==> src/rtl/core/apr_pkg.sv <==
// ---------------------------------------------------------------------------
// apr_pkg
// shared types and constants of the box push-out resolver
// ---------------------------------------------------------------------------
package apr_pkg;

    localparam int MAX_BOXES_DEF   = 32;
    localparam int COORD_WIDTH_DEF = 16;

    localparam logic [2:0] CFG_BOUND_MIN_X  = 3'd0;
    localparam logic [2:0] CFG_BOUND_MAX_X  = 3'd1;
    localparam logic [2:0] CFG_BOUND_MIN_Y  = 3'd2;
    localparam logic [2:0] CFG_BOUND_MAX_Y  = 3'd3;
    localparam logic [2:0] CFG_PROBE_RADIUS = 3'd4;
    localparam logic [2:0] CFG_BOX_COUNT    = 3'd5;

    localparam logic KIND_LOAD    = 1'b0;
    localparam logic KIND_RESOLVE = 1'b1;

    typedef enum logic [1:0] {
        ST_IDLE,
        ST_RUN,
        ST_OUT
    } t_state;

    typedef struct packed {
        logic               kind;
        logic [4:0]         box_index;
        logic signed [15:0] box_min_x;
        logic signed [15:0] box_max_x;
        logic signed [15:0] box_min_y;
        logic signed [15:0] box_max_y;
        logic signed [15:0] pos_x;
        logic signed [15:0] pos_y;
        logic signed [15:0] vel_x;
        logic signed [15:0] vel_y;
    } t_in_item;

    typedef struct packed {
        logic signed [15:0] new_x;
        logic signed [15:0] new_y;
        logic signed [15:0] new_vx;
        logic signed [15:0] new_vy;
        logic [5:0]         hit_count;
    } t_out_item;

endpackage

==> src/rtl/core/apr_cell.sv <==
// ---------------------------------------------------------------------------
// apr_cell
// one box slot of the rotating box ring
// ---------------------------------------------------------------------------
module apr_cell #(
    parameter int COORD_WIDTH = apr_pkg::COORD_WIDTH_DEF
) (
    input  logic                          i_clk,
    input  logic                          i_shift,
    input  logic                          i_load,
    input  logic [4*COORD_WIDTH-1:0]      i_load_box,
    input  logic [4*COORD_WIDTH-1:0]      i_prev_box,
    output logic [4*COORD_WIDTH-1:0]      o_box
);
    logic [4*COORD_WIDTH-1:0] r_box;

    // load wins; otherwise rotate one step along the ring
    always_ff @(posedge i_clk) begin
        if (i_load) begin
            r_box <= i_load_box;
        end else if (i_shift) begin
            r_box <= i_prev_box;
        end
    end

    assign o_box = r_box;
endmodule

==> src/rtl/core/apr_push.sv <==
// ---------------------------------------------------------------------------
// apr_push
// overlap test and minimum-overlap push for one box against the probe
// ---------------------------------------------------------------------------
module apr_push #(
    parameter int COORD_WIDTH = apr_pkg::COORD_WIDTH_DEF
) (
    input  logic                          i_clk,
    input  logic                          i_start,
    input  logic                          i_step,
    input  logic signed [COORD_WIDTH-1:0] i_px,
    input  logic signed [COORD_WIDTH-1:0] i_py,
    input  logic signed [COORD_WIDTH-1:0] i_vx,
    input  logic signed [COORD_WIDTH-1:0] i_vy,
    input  logic [COORD_WIDTH-2:0]        i_radius,
    input  logic [4*COORD_WIDTH-1:0]      i_box,
    output logic signed [COORD_WIDTH-1:0] o_rx,
    output logic signed [COORD_WIDTH-1:0] o_ry,
    output logic signed [COORD_WIDTH-1:0] o_vx,
    output logic signed [COORD_WIDTH-1:0] o_vy,
    output logic [5:0]                    o_hits
);
    localparam int W = COORD_WIDTH + 3;
    localparam logic signed [W-1:0] SMAX = W'((1 <<< (COORD_WIDTH - 1)) - 1);
    localparam logic signed [W-1:0] SMIN = -SMAX - W'(1);

    logic signed [COORD_WIDTH-1:0] r_rx, r_ry, r_vx, r_vy;
    logic [5:0] r_hits;

    logic signed [W-1:0] lx, hx, ly, hy, pxr, pxl, pyr, pyl;
    logic signed [W-1:0] ov0, ov1, ov2, ov3, sx, sy;
    logic hit;
    logic [1:0] best;

    always_comb begin
        lx  = W'($signed(i_box[4*COORD_WIDTH-1:3*COORD_WIDTH]));
        hx  = W'($signed(i_box[3*COORD_WIDTH-1:2*COORD_WIDTH]));
        ly  = W'($signed(i_box[2*COORD_WIDTH-1:COORD_WIDTH]));
        hy  = W'($signed(i_box[COORD_WIDTH-1:0]));
        pxr = W'(i_px) + W'({1'b0, i_radius});
        pxl = W'(i_px) - W'({1'b0, i_radius});
        pyr = W'(i_py) + W'({1'b0, i_radius});
        pyl = W'(i_py) - W'({1'b0, i_radius});
        hit = (pxr > lx) && (pxl < hx) && (pyr > ly) && (pyl < hy);
        ov0 = pxr - lx;
        ov1 = hx - pxl;
        ov2 = pyr - ly;
        ov3 = hy - pyl;
        best = 2'd0;
        if (ov1 < ov0) begin
            best = 2'd1;
        end
        if (ov2 < ((best == 2'd1) ? ov1 : ov0)) begin
            best = 2'd2;
        end
        case (best)
            2'd0:    sx = (ov3 < ov0) ? W'(0) : ov0;
            default: sx = W'(0);
        endcase
        // resolve winner including top
        if (ov3 < ((best == 2'd0) ? ov0 : (best == 2'd1) ? ov1 : ov2)) begin
            best = 2'd3;
        end
        sx = W'(r_rx);
        sy = W'(r_ry);
        case (best)
            2'd0:    sx = W'(r_rx) - ov0;
            2'd1:    sx = W'(r_rx) + ov1;
            2'd2:    sy = W'(r_ry) - ov2;
            default: sy = W'(r_ry) + ov3;
        endcase
        if (sx > SMAX) begin
            sx = SMAX;
        end else if (sx < SMIN) begin
            sx = SMIN;
        end
        if (sy > SMAX) begin
            sy = SMAX;
        end else if (sy < SMIN) begin
            sy = SMIN;
        end
    end

    always_ff @(posedge i_clk) begin
        if (i_start) begin
            r_rx   <= i_px;
            r_ry   <= i_py;
            r_vx   <= i_vx;
            r_vy   <= i_vy;
            r_hits <= '0;
        end else if (i_step && hit) begin
            r_rx <= COORD_WIDTH'(sx);
            r_ry <= COORD_WIDTH'(sy);
            if (best[1]) begin
                r_vy <= '0;
            end else begin
                r_vx <= '0;
            end
            if (r_hits != 6'd63) begin
                r_hits <= r_hits + 6'd1;
            end
        end
    end

    assign o_rx   = r_rx;
    assign o_ry   = r_ry;
    assign o_vx   = r_vx;
    assign o_vy   = r_vy;
    assign o_hits = r_hits;
endmodule

==> src/rtl/core/aabb_pushout_resolver.sv <==
// ---------------------------------------------------------------------------
// aabb_pushout_resolver
// pushes a square probe out of a ring of axis-aligned boxes
// ---------------------------------------------------------------------------
// channel | direction | handshake          | payload
// in      | input     | i_valid / o_stall  | i_in (t_in_item)
// out     | output    | o_valid / i_stall  | o_out (t_out_item)
// cfg     | input     | i_cfg_valid/o_cfg_ready | i_cfg_index, i_cfg_data
//
// a load transfer is taken while the block is idle. a resolve holds the input stalled
// while the box ring rotates once past the single push unit, one box per cycle;
// boxes beyond box_count are skipped but still rotate through, and the OUT state then
// hands the result to the output register. o_valid rises at that hand-off, when the
// block also returns to idle and can take the next input transfer.
// a waiting result does not block the input; only a second resolve that finishes
// while the first result still waits holds the input stalled until the out transfer.
// reset clears control and loads the register defaults; the box ring is not cleared.
// ---------------------------------------------------------------------------
module aabb_pushout_resolver #(
    parameter int MAX_BOXES   = apr_pkg::MAX_BOXES_DEF
) (
    input  logic               i_clk,
    input  logic               i_rst_n,
    input  logic               i_valid,
    output logic               o_stall,
    input  apr_pkg::t_in_item  i_in,
    output logic               o_valid,
    input  logic               i_stall,
    output apr_pkg::t_out_item o_out,
    input  logic               i_cfg_valid,
    output logic               o_cfg_ready,
    input  logic [2:0]         i_cfg_index,
    input  logic [15:0]        i_cfg_data
);
    localparam int COORD_WIDTH = apr_pkg::COORD_WIDTH_DEF;
    localparam int CW = $clog2(MAX_BOXES + 1);
    localparam int BW = 4 * COORD_WIDTH;
    // width that holds both the step counter and the box count
    localparam int SW = (CW > 6) ? CW : 6;

    apr_pkg::t_state r_state, n_state;

    logic signed [15:0] r_min_x, r_max_x, r_min_y, r_max_y;
    logic [14:0]        r_radius;
    logic [5:0]         r_count;
    logic [CW-1:0]      r_step, n_step;
    logic signed [COORD_WIDTH-1:0] r_px, r_py, r_vx, r_vy;
    logic               r_out_valid;
    apr_pkg::t_out_item r_out;

    logic [BW-1:0] w_box [MAX_BOXES];
    logic          acc_in, start, shift, out_free;
    logic [BW-1:0] load_box;
    logic signed [15:0] cx, cy;
    logic signed [COORD_WIDTH-1:0] u_rx, u_ry, u_vx, u_vy;
    logic [5:0]    u_hits;

    assign o_cfg_ready = 1'b1;
    assign o_stall     = (r_state != apr_pkg::ST_IDLE);
    assign acc_in      = i_valid && !o_stall;
    assign start       = acc_in && (i_in.kind == apr_pkg::KIND_RESOLVE);
    assign shift       = (r_state == apr_pkg::ST_RUN);
    // output register is empty or is emptied at this edge
    assign out_free    = !r_out_valid || !i_stall;

    // box corners cast to the coordinate width
    assign load_box = {COORD_WIDTH'(i_in.box_min_x), COORD_WIDTH'(i_in.box_max_x),
                       COORD_WIDTH'(i_in.box_min_y), COORD_WIDTH'(i_in.box_max_y)};

    // ring of cells: cell 0 feeds the push unit, each cell takes the next, cell 0 wraps to the last
    for (genvar g = 0; g < MAX_BOXES; g++) begin : g_cell
        apr_cell #(.COORD_WIDTH(COORD_WIDTH)) u_cell (
            .i_clk      (i_clk),
            .i_shift    (shift),
            .i_load     (acc_in && (i_in.kind == apr_pkg::KIND_LOAD)
                         && ({27'd0, i_in.box_index} == 32'(g))),
            .i_load_box (load_box),
            .i_prev_box (w_box[(g + 1) % MAX_BOXES]),
            .o_box      (w_box[g])
        );
    end

    // clamp, min test first; with inverted bounds a position below min gives min, any other max
    always_comb begin
        if (i_in.pos_x < r_min_x) begin
            cx = r_min_x;
        end else if (i_in.pos_x > r_max_x) begin
            cx = r_max_x;
        end else begin
            cx = i_in.pos_x;
        end
        if (i_in.pos_y < r_min_y) begin
            cy = r_min_y;
        end else if (i_in.pos_y > r_max_y) begin
            cy = r_max_y;
        end else begin
            cy = i_in.pos_y;
        end
    end

    always_ff @(posedge i_clk) begin
        if (start) begin
            r_px <= COORD_WIDTH'(cx);
            r_py <= COORD_WIDTH'(cy);
            r_vx <= COORD_WIDTH'(i_in.vel_x);
            r_vy <= COORD_WIDTH'(i_in.vel_y);
        end
    end

    // step s sees box s at cell 0; only steps below box_count push
    apr_push #(.COORD_WIDTH(COORD_WIDTH)) u_push (
        .i_clk    (i_clk),
        .i_start  (r_state == apr_pkg::ST_IDLE && start),
        .i_step   (shift && (SW'(r_step) < SW'(r_count))),
        .i_px     (start ? COORD_WIDTH'(cx) : r_px),
        .i_py     (start ? COORD_WIDTH'(cy) : r_py),
        .i_vx     (start ? COORD_WIDTH'(i_in.vel_x) : r_vx),
        .i_vy     (start ? COORD_WIDTH'(i_in.vel_y) : r_vy),
        .i_radius ((COORD_WIDTH-1)'(r_radius)),
        .i_box    (w_box[0]),
        .o_rx     (u_rx),
        .o_ry     (u_ry),
        .o_vx     (u_vx),
        .o_vy     (u_vy),
        .o_hits   (u_hits)
    );

    always_comb begin
        n_state = r_state;
        n_step  = r_step;
        case (r_state)
            apr_pkg::ST_IDLE: begin
                n_step = '0;
                if (start) begin
                    n_state = apr_pkg::ST_RUN;
                end
            end
            apr_pkg::ST_RUN: begin
                n_step = r_step + CW'(1);
                if (r_step == CW'(MAX_BOXES - 1)) begin
                    n_state = apr_pkg::ST_OUT;
                end
            end
            apr_pkg::ST_OUT: begin
                // hand the result over once the output register is free
                if (out_free) begin
                    n_state = apr_pkg::ST_IDLE;
                end
            end
            default: n_state = apr_pkg::ST_IDLE;
        endcase
    end

    always_ff @(posedge i_clk) begin
        if (!i_rst_n) begin
            r_state     <= apr_pkg::ST_IDLE;
            r_step      <= '0;
            r_out_valid <= 1'b0;
            r_min_x     <= -16'sd3482;
            r_max_x     <= 16'sd3891;
            r_min_y     <= -16'sd6554;
            r_max_y     <= 16'sd3277;
            r_radius    <= 15'd246;
            r_count     <= 6'd0;
        end else begin
            r_state <= n_state;
            r_step  <= n_step;
            if (r_state == apr_pkg::ST_OUT && out_free) begin
                r_out_valid <= 1'b1;
            end else if (!i_stall) begin
                r_out_valid <= 1'b0;
            end
            if (i_cfg_valid) begin
                case (i_cfg_index)
                    apr_pkg::CFG_BOUND_MIN_X:  r_min_x  <= i_cfg_data;
                    apr_pkg::CFG_BOUND_MAX_X:  r_max_x  <= i_cfg_data;
                    apr_pkg::CFG_BOUND_MIN_Y:  r_min_y  <= i_cfg_data;
                    apr_pkg::CFG_BOUND_MAX_Y:  r_max_y  <= i_cfg_data;
                    apr_pkg::CFG_PROBE_RADIUS: r_radius <= i_cfg_data[14:0];
                    apr_pkg::CFG_BOX_COUNT:    r_count  <= i_cfg_data[5:0];
                    default: ;
                endcase
            end
        end
    end

    // output register, loaded from the push unit at the hand-off
    always_ff @(posedge i_clk) begin
        if (r_state == apr_pkg::ST_OUT && out_free) begin
            r_out.new_x     <= 16'(u_rx);
            r_out.new_y     <= 16'(u_ry);
            r_out.new_vx    <= 16'(u_vx);
            r_out.new_vy    <= 16'(u_vy);
            r_out.hit_count <= u_hits;
        end
    end

    assign o_valid = r_out_valid;
    assign o_out   = r_out;
endmodule

==> config.mk <==
export PLATFORM = sky130hd
export DESIGN_NAME = aabb_pushout_resolver
export DESIGN_NICKNAME = d
export VERILOG_FILES = /design/src/rtl/core/apr_pkg.sv /design/src/rtl/core/apr_cell.sv /design/src/rtl/core/apr_push.sv /design/src/rtl/core/aabb_pushout_resolver.sv
export SDC_FILE = /design/constraint.sdc
export NUM_CORES = 2
export LEC_CHECK = 0
export ABC_AREA = 1
export BUFFER_PORTS_ARGS = -buffer_cell sky130_fd_sc_hd__clkbuf_2
export CAP_MARGIN = 25
export CORE_MARGIN = 3
export CORE_UTILIZATION = 35
export CTS_BUF_LIST = sky130_fd_sc_hd__clkbuf_16
export DETAILED_ROUTE_END_ITERATION = 10
export SYNTH_ARGS = -nofsm -noshare
export SYNTH_HDL_FRONTEND = slang
export SYNTH_SLANG_ARGS = --single-unit
==> constraint.sdc <==
create_clock -name i_clk -period 20 [get_ports i_clk]
set_clock_uncertainty 0.2 [all_clocks]
set_input_delay 4 -clock i_clk [delete_from_list [all_inputs] [get_ports i_clk]]
set_output_delay 4 -clock i_clk [all_outputs]
set_load 0.005 [all_outputs]
# Word level (Yosys, flattened, before mapping)
# Index checks and enable logic that the tools add are counted.
# Widths: inputs -> output; s select.
word_totals:
  register_bits: 2346
  latchBits: 0
  mem_bits_rw: 0
  rom_bits: 0
  input_bits: 158
  out_inout_bits: 73
  word_cells: 334
  memories: 0
op_classes:
  addsub: 14
  n_mul: 0
  div: 0
  order_cmp: 16
  eq_ne: 49
  shifts: 0
  n_mux: 101
  bitwise: 1
  reduce_logical: 98
op_table:
  columns: ["operator", "n"]
  rows:
  - ["$mux 64", 64]
  - ["$mux 16", 22]
  - ["$eq 5x5->1 const B", 16]
  - ["$pmux 19 s2", 2]
  - ["$reduce_bool 2->1", 36]
  - ["$lt 19x19->1", 3]
  - ["$mux 19", 3]
  - ["$logic_and 1x1->1", 42]
  - ["$eq 5x4->1 const B", 8]
  - ["$add 16x19->19", 2]
  - ["$gt 19x16->1 const B", 2]
  - ["$lt 19x16->1 const B", 2]
  - ["$sub 16x19->19", 2]
  - ["$sub 16x17->18", 2]
  - ["$sub 17x16->18", 2]
  - ["$add 16x16->17", 2]
  - ["$gt 17x16->1", 2]
  - ["$lt 17x16->1", 2]
  - ["$sub 16x16->17", 2]
  - ["$gt 16x16->1", 2]
  - ["$lt 16x16->1", 2]
  - ["$eq 5x3->1 const B", 4]
  - ["$reduce_and 2->1", 9]
  - ["$add 6x1->6 const B", 2]
  - ["25 further kinds", 44]

# Depth between registers and ports, before layout
logic_depth:
  ltp_word: 26
  mapped_depth: 112
  depth_no_buf: 107

# By module
# A second synthesis with hierarchy kept.
unflattened:
  hier_cells: 11835
  hier_area_um2: 111603.3
by_module_without_submodules:
  columns: ["module", "n_inst", "cells_each", "area_each_um2", "seq_area_each_um2"]
  rows:
  - ["apr_cell", 32, 271, 2755.1, 1921.8]
  - ["apr_push", 1, 1926, 13117.6, 2042.0]
  - ["aabb_pushout_resolver", 1, 1237, 10321.1, 5265.0]

# Worst setup path before layout
# No wires, ideal clock.
synth_timing:
  kind: "input-to-reg"
  start: "in i_in[57] (netlist bit)"
  end: "reg u_push.r_rx[10] (netlist: u_push.o_rx[10]), data pin"
  setup_ns: 0.258
  arrival_ns: 17.902
  required_time_ns: 19.542
  setup_slack_ns: 1.640
  cell_stages: 95
  path_buffers: 6
  path_cell_list: "ha_1 a21oi_1 nand3b_1 a21oi_1 a2111oi_0 nand3_1 nand2_1 clkbuf_1 mux2i_1 o21ai_0 o21a_1 ha_1 inv_1 o31ai_1 a21oi_1 o21bai_1 a21oi_1 o21ai_0 (+59 left out) a21oi_1 o21bai_1 a21oi_1 o21bai_1 a21oi_1 o21ai_0 a21o_1 a21oi_1 o21ai_0 a21oi_1 inv_1 nand3_1 nand4_1 nand3_1 nand2_1 inv_2 buf_4 a21oi_2"
synth_between:
  elab_chain_len: 24
  elab_cells_between_ends: 32
  cone_classes: "add/sub (6); order compare (7); eq/ne (3); mux (14); reduce/logical (2)"
synth_rtl:
  columns: ["element", "line_no", "text"]
  rows:
  - ["start: declaration", "aabb_pushout_resolver.sv:26", "input apr_pkg::t_in_item i_in,"]
  - ["$gt 16x16->1", "aabb_pushout_resolver.sv:87", "end else if (i_in.pos_x > r_max_x) begin"]
  - ["$mux 16", "aabb_pushout_resolver.sv:87", null]
  - ["$mux 16 (*)", "aabb_pushout_resolver.sv:85", "if (i_in.pos_x < r_min_x) begin"]
  - ["$mux 16 (*)", null, null]
  - ["net u_push.i_px[2]", "apr_push.sv:11", "input logic signed [COORD_WIDTH-1:0] i_px,"]
  - ["$sub 16x16->17 or $add 16x16->17 (tied branches)", "apr_push.sv:41, apr_push.sv:40", null]
  - ["$sub 16x17->18 or $sub 17x16->18 (tied branches)", "apr_push.sv:46, apr_push.sv:45", null]
  - ["$lt 19x19->1", "apr_push.sv:50", "if (ov1 < ov0) begin"]
  - ["(+9 left out)", null, null]
  - ["$mux 2", "apr_push.sv:61", "if (ov3 < ((best == 2'd0) ? ov0 : (best == 2'd1) ? ov1 : ov2)) begin"]
  - ["$eq 2x1->1 or $logic_not 2->1 (tied branches)", "apr_push.sv:66", "case (best)"]
  - ["$pmux 19 s2 (*)", "apr_push.sv:66", null]
  - ["$lt 19x16->1", "apr_push.sv:74", "end else if (sx < SMIN) begin"]
  - ["$mux 16", "apr_push.sv:74", null]
  - ["$mux 16 (*)", "apr_push.sv:72", "if (sx > SMAX) begin"]
  - ["$mux 16 (*)", "apr_push.sv:91", "end else if (i_step && hit) begin"]
  - ["$mux 16 (*)", "apr_push.sv:85", "if (i_start) begin"]
  - ["end signal: assignment", "apr_push.sv:86", "r_rx <= i_px;"]
  - ["end signal: assignment", "apr_push.sv:92", "r_rx <= COORD_WIDTH'(sx);"]
  - ["end: declaration", "apr_push.sv:27", "logic signed [COORD_WIDTH-1:0] r_rx, r_ry, r_vx, r_vy;"]
# The timed path passes the listed nets; every way through them passes the cells marked *. The select of a mux whose other input is x is not followed.
# A chain may end at the register's enable or synchronous reset.

# Worst setup path after layout
layout_timing:
  start: "in i_in[49] (netlist bit)"
  end: "reg u_push.r_ry[2] (netlist: u_push.o_ry[2]), data pin"
layout_between:
  elab_chain_len: 25
  elab_cells_between_ends: 32
  cone_classes: "add/sub (4); order compare (7); eq/ne (4); mux (14); reduce/logical (3)"
layout_rtl:
  columns: ["element", "line_no", "text"]
  rows:
  - ["$gt 16x16->1", "aabb_pushout_resolver.sv:87", null]
  - ["$mux 16", "aabb_pushout_resolver.sv:87", null]
  - ["$mux 16 (*)", "aabb_pushout_resolver.sv:85", null]
  - ["$mux 16 (*)", null, null]
  - ["net u_push.i_px[1]", "apr_push.sv:11", null]
  - ["$sub 16x16->17 or $add 16x16->17 (tied branches)", "apr_push.sv:41, apr_push.sv:40", null]
  - ["$sub 16x17->18 or $sub 17x16->18 (tied branches)", "apr_push.sv:46, apr_push.sv:45", null]
  - ["$lt 19x19->1", "apr_push.sv:50", null]
  - ["(+10 left out)", null, null]
  - ["$eq 2x1->1 or $logic_not 2->1 (tied branches)", "apr_push.sv:66", null]
  - ["$reduce_or 2->1 (no source line)", null, null]
  - ["$pmux 19 s2 (*)", "apr_push.sv:66", null]
  - ["$lt 19x16->1", "apr_push.sv:79", "end else if (sy < SMIN) begin"]
  - ["$mux 16", "apr_push.sv:79", null]
  - ["$mux 16 (*)", "apr_push.sv:77", "if (sy > SMAX) begin"]
  - ["$mux 16 (*)", "apr_push.sv:91", null]
  - ["$mux 16 (*)", "apr_push.sv:85", null]
  - ["end signal: assignment", "apr_push.sv:87", "r_ry <= i_py;"]
  - ["end signal: assignment", "apr_push.sv:93", "r_ry <= COORD_WIDTH'(sy);"]
  - ["end: declaration", "apr_push.sv:27", null]
# Marked as above.

==> qor.txt <==
status -> complete, no violations
depth of the critical timing path with buffers and inverters included -> 100
pre-CTS setup slack -> 663 ps
part of the cycle the worst path needs -> 0.921
Slew Limit Fails -> 0
instance count of the mapped netlist -> 9829
count of flip-flops with a built-in enable after synthesis -> 2182
Mapped Nets -> 10300
total clock buffers created by CTS -> 244
number of H-tree levels -> 4
top achievable clock speed -> 0.0543 GHz
clock insertion delay at the later pin of the skew report -> 910 ps
maximum VDD drop -> 415 uV
tightest slew margin relative to the limit -> 0.294
nature of the critical path endpoint -> flop
Cell Area, Synth -> 104000 um2
antenna violations before repair -> 8
post-detailed-routing wire length -> 310 mm
maximum fanout encountered on the critical timing path -> 27
Starting Density -> 0.353
required time of the critical path -> 20530 ps
async set-reset flop share out of synthesis -> 0
overall track demand over capacity in global routing -> 0.198
library cell appearing most often on the critical path -> sky130_fd_sc_hd__a21oi_1
share of the core filled with cells in the final layout -> 0.402
via count of the first global-routing pass -> 70900
routed via count -> 73600
power per cell area -> 171 nW/um2
Yosys top cell area share -> 0.627
clock slew seen by the registers of the worst setup and hold paths -> 60 ps
post-DP HPWL -> 204 mm
final number of setup-violating endpoints -> 0
number of vias per cell -> 5.25
Final TNS setup -> 0 ps
CTS tree -> built
clock root buffer -> sky130_fd_sc_hd__clkbuf_16
IO buf count -> 229
Worst Setup Slack, final -> 1590 ps
critical path arrival -> 18950 ps
fraction of layout instances using a drive strength above 1 -> 0.106
average wire per standard cell -> 22.1 um
Seq/Total Area, Yosys -> 0.652
die area -> 305000 um2
endpoints failing hold -> 0
setup repair after global routing missed its margin -> false
number of cells on the worst hold path -> 0
Synth Warn # -> 0
Max clock buf depth -> 4
top-level port count -> 231
Core Area -> 296000 um2
number of nets in the final layout -> 10400
Die Y-Extent -> 552 um
mean cell area of the mapped netlist -> 10.6 um2
remaining global-route overflow -> 0
Leak -> 48.2 nW
Min Clock Period, post-route -> 18410 ps
path class of the lowest-slack min-delay path -> reg -> reg
startpoint type of the worst setup path -> input port
pin count of the biggest net entering global routing -> 87
number of placement rows -> 199
delay contributed by the slowest stage of the critical path -> 400 ps
biggest area consumer among synthesized cells -> sky130_fd_sc_hd__edfxtp_1
family of cells with the greatest summed delay on the critical path -> compound AO/OA/AOI/OAI gates
Slowest-stage cell, CP -> sky130_fd_sc_hd__fa_1
initial drt markers -> 7104
slew at the pin closest to its max-slew limit -> 1060 ps
remaining antenna violation count -> 0
Crit Path Class -> in -> reg
DRC violations left -> 0
depth of the most critical reg-to-reg path -> 100
Most used DFF post-synth -> sky130_fd_sc_hd__edfxtp_1
Post-Route Hold Slack -> 217 ps
Netlist cell types -> 62
leading cell types by total area after synthesis -> sky130_fd_sc_hd__edfxtp_1, sky130_fd_sc_hd__o21ai_0, sky130_fd_sc_hd__nand2_1
die width -> 552 um
max-cap violation count -> 0
P&R area growth vs syn -> 13.8%
buffer and inverter count on the worst path -> 19
global-route wire length before repair -> 465 mm
flop and latch count out of synthesis -> 2314
global placer's final weighted congestion -> 0.928
TritonCTS sink count -> 2314
first-pass iteration count of the detailed router -> 6
==> worst paths after layout <==
check / startpoint / to / slack, ps
hold reg to reg: u_push.o_vy[10] / o_out[16] / 220
hold / removal: u_push.o_vy[10] / o_out[16] / 220
setup / recovery: i_in[49] / u_push.o_ry[2] / 1590
setup reg to reg: r_max_x[9] / u_push.o_ry[2] / 4450
==> cells in the mapped netlist, types with 8 or more instances <==
cell                       count
sky130_fd_sc_hd__clkbuf_1    704
sky130_fd_sc_hd__xor2_1      119
sky130_fd_sc_hd__o21ai_0    2305
sky130_fd_sc_hd__nor3_1       27
sky130_fd_sc_hd__o21a_1       20
sky130_fd_sc_hd__o211ai_1     39
sky130_fd_sc_hd__dfxtp_1     132
sky130_fd_sc_hd__ha_1        288
sky130_fd_sc_hd__nand2_2      30
sky130_fd_sc_hd__nand2_1    2592
sky130_fd_sc_hd__nor2_1      170
sky130_fd_sc_hd__a21oi_1     281
sky130_fd_sc_hd__fa_1         10
sky130_fd_sc_hd__nor4_1        9
sky130_fd_sc_hd__o21bai_1     34
sky130_fd_sc_hd__inv_2        17
sky130_fd_sc_hd__mux2i_1      13
sky130_fd_sc_hd__a21oi_2      15
sky130_fd_sc_hd__xnor2_1      35
sky130_fd_sc_hd__nand3_2      16
sky130_fd_sc_hd__nand3_1      93
sky130_fd_sc_hd__inv_1       543
sky130_fd_sc_hd__edfxtp_1   2182
sky130_fd_sc_hd__nand4_1      31
sky130_fd_sc_hd__o31ai_1       8
sky130_fd_sc_hd__a21o_1       14
==> sequential cells by signal, summed over array words and instances, names as in the netlist <==
signal and cells:
g_cell.u_cell.o_box 2048, o_out 70, o_valid 1, r_count 6, r_max_x 16, r_max_y 16
r_min_x 16, r_min_y 16, r_px 16, r_py 16, r_radius 15, r_state 2
r_step 6, u_push.o_hits 6, u_push.o_rx 16, u_push.o_ry 16, u_push.o_vx 16, u_push.o_vy 16
==> cells by family after synthesis <==
| kind of cell | share of synthesized area |
|---|---|
| other cells | 0.0000359 |
| simple gates | 0.113 |
| xor+xnor | 0.0131 |
| buf+inv | 0.0463 |
| fa+ha+maj | 0.0364 |
| mux | 0.00125 |
| flops | 0.652 |
| compound gates | 0.137 |
==> cell usage in the layout, fill, tap and decap left out, types with 93 or more instances in the layout <==
| cell | instances |
|---|---|
| sky130_fd_sc_hd__clkbuf_16 | 244 |
| sky130_fd_sc_hd__nand2_1 | 2529 |
| sky130_fd_sc_hd__ha_1 | 288 |
| sky130_fd_sc_hd__a21oi_1 | 280 |
| sky130_fd_sc_hd__nand3_1 | 93 |
| sky130_fd_sc_hd__edfxtp_1 | 2182 |
| sky130_fd_sc_hd__dfxtp_1 | 132 |
| sky130_fd_sc_hd__inv_1 | 578 |
| sky130_fd_sc_hd__clkbuf_2 | 229 |
| sky130_fd_sc_hd__nor2_1 | 167 |
| sky130_fd_sc_hd__buf_4 | 297 |
| sky130_fd_sc_hd__xor2_1 | 118 |
| sky130_fd_sc_hd__o21ai_0 | 2297 |
==> report_power, final <==
part	internal, W	switching (W)	total (W)
clock network	0.00252	0.00195	0.00447
logic	0.00392	0.00596	0.00988
registers	0.00589	0.000142	0.00603
==> per-layer routing <==
| layer | global-route usage | wire length [um] | vias up |
|---|---|---|---|
| met3 | 0.0283 | 20400 | 385 |
| li1 | - | - | 34300 |
| met1 | 0.288 | 143000 | 36300 |
| met5 | 0 | 13 | - |
| met4 | 0.0508 | 8530 | 2 |
| met2 | 0.309 | 138000 | 2597 |
==> cell type report <==
cell class | instances | area, um2
antenna | 2 | 5.00
fill | 28200 | 177000
clock inverter | 201 | 1650
tap | 3919 | 4900
timing repair buffer | 552 | 4000
clock buffer | 244 | 6110
multi-input combinational | 6238 | 32000
inverter | 560 | 2110
sequential | 2314 | 68200
==> repair_timing <==
item,4_1_cts,5_1_grt
gates resized for setup,0,8
endpoints found under the hold margin,0,0
hold buffers,0,0
setup endpoints to repair,0,32
setup buffers,0,3
==> per-stage QoR <==
step	std cells	cell area [um2]	total power [W]
final	14000	119000	0.0204
after global routing	14000	119000	0.0218
after CTS	14000	119000	0.0204
after detailed placement	13600	111000	0.0159
after global placement	13600	111000	0.0159
after floorplan	9829	104000	0.0123
(Power assumes the default switching activity.)
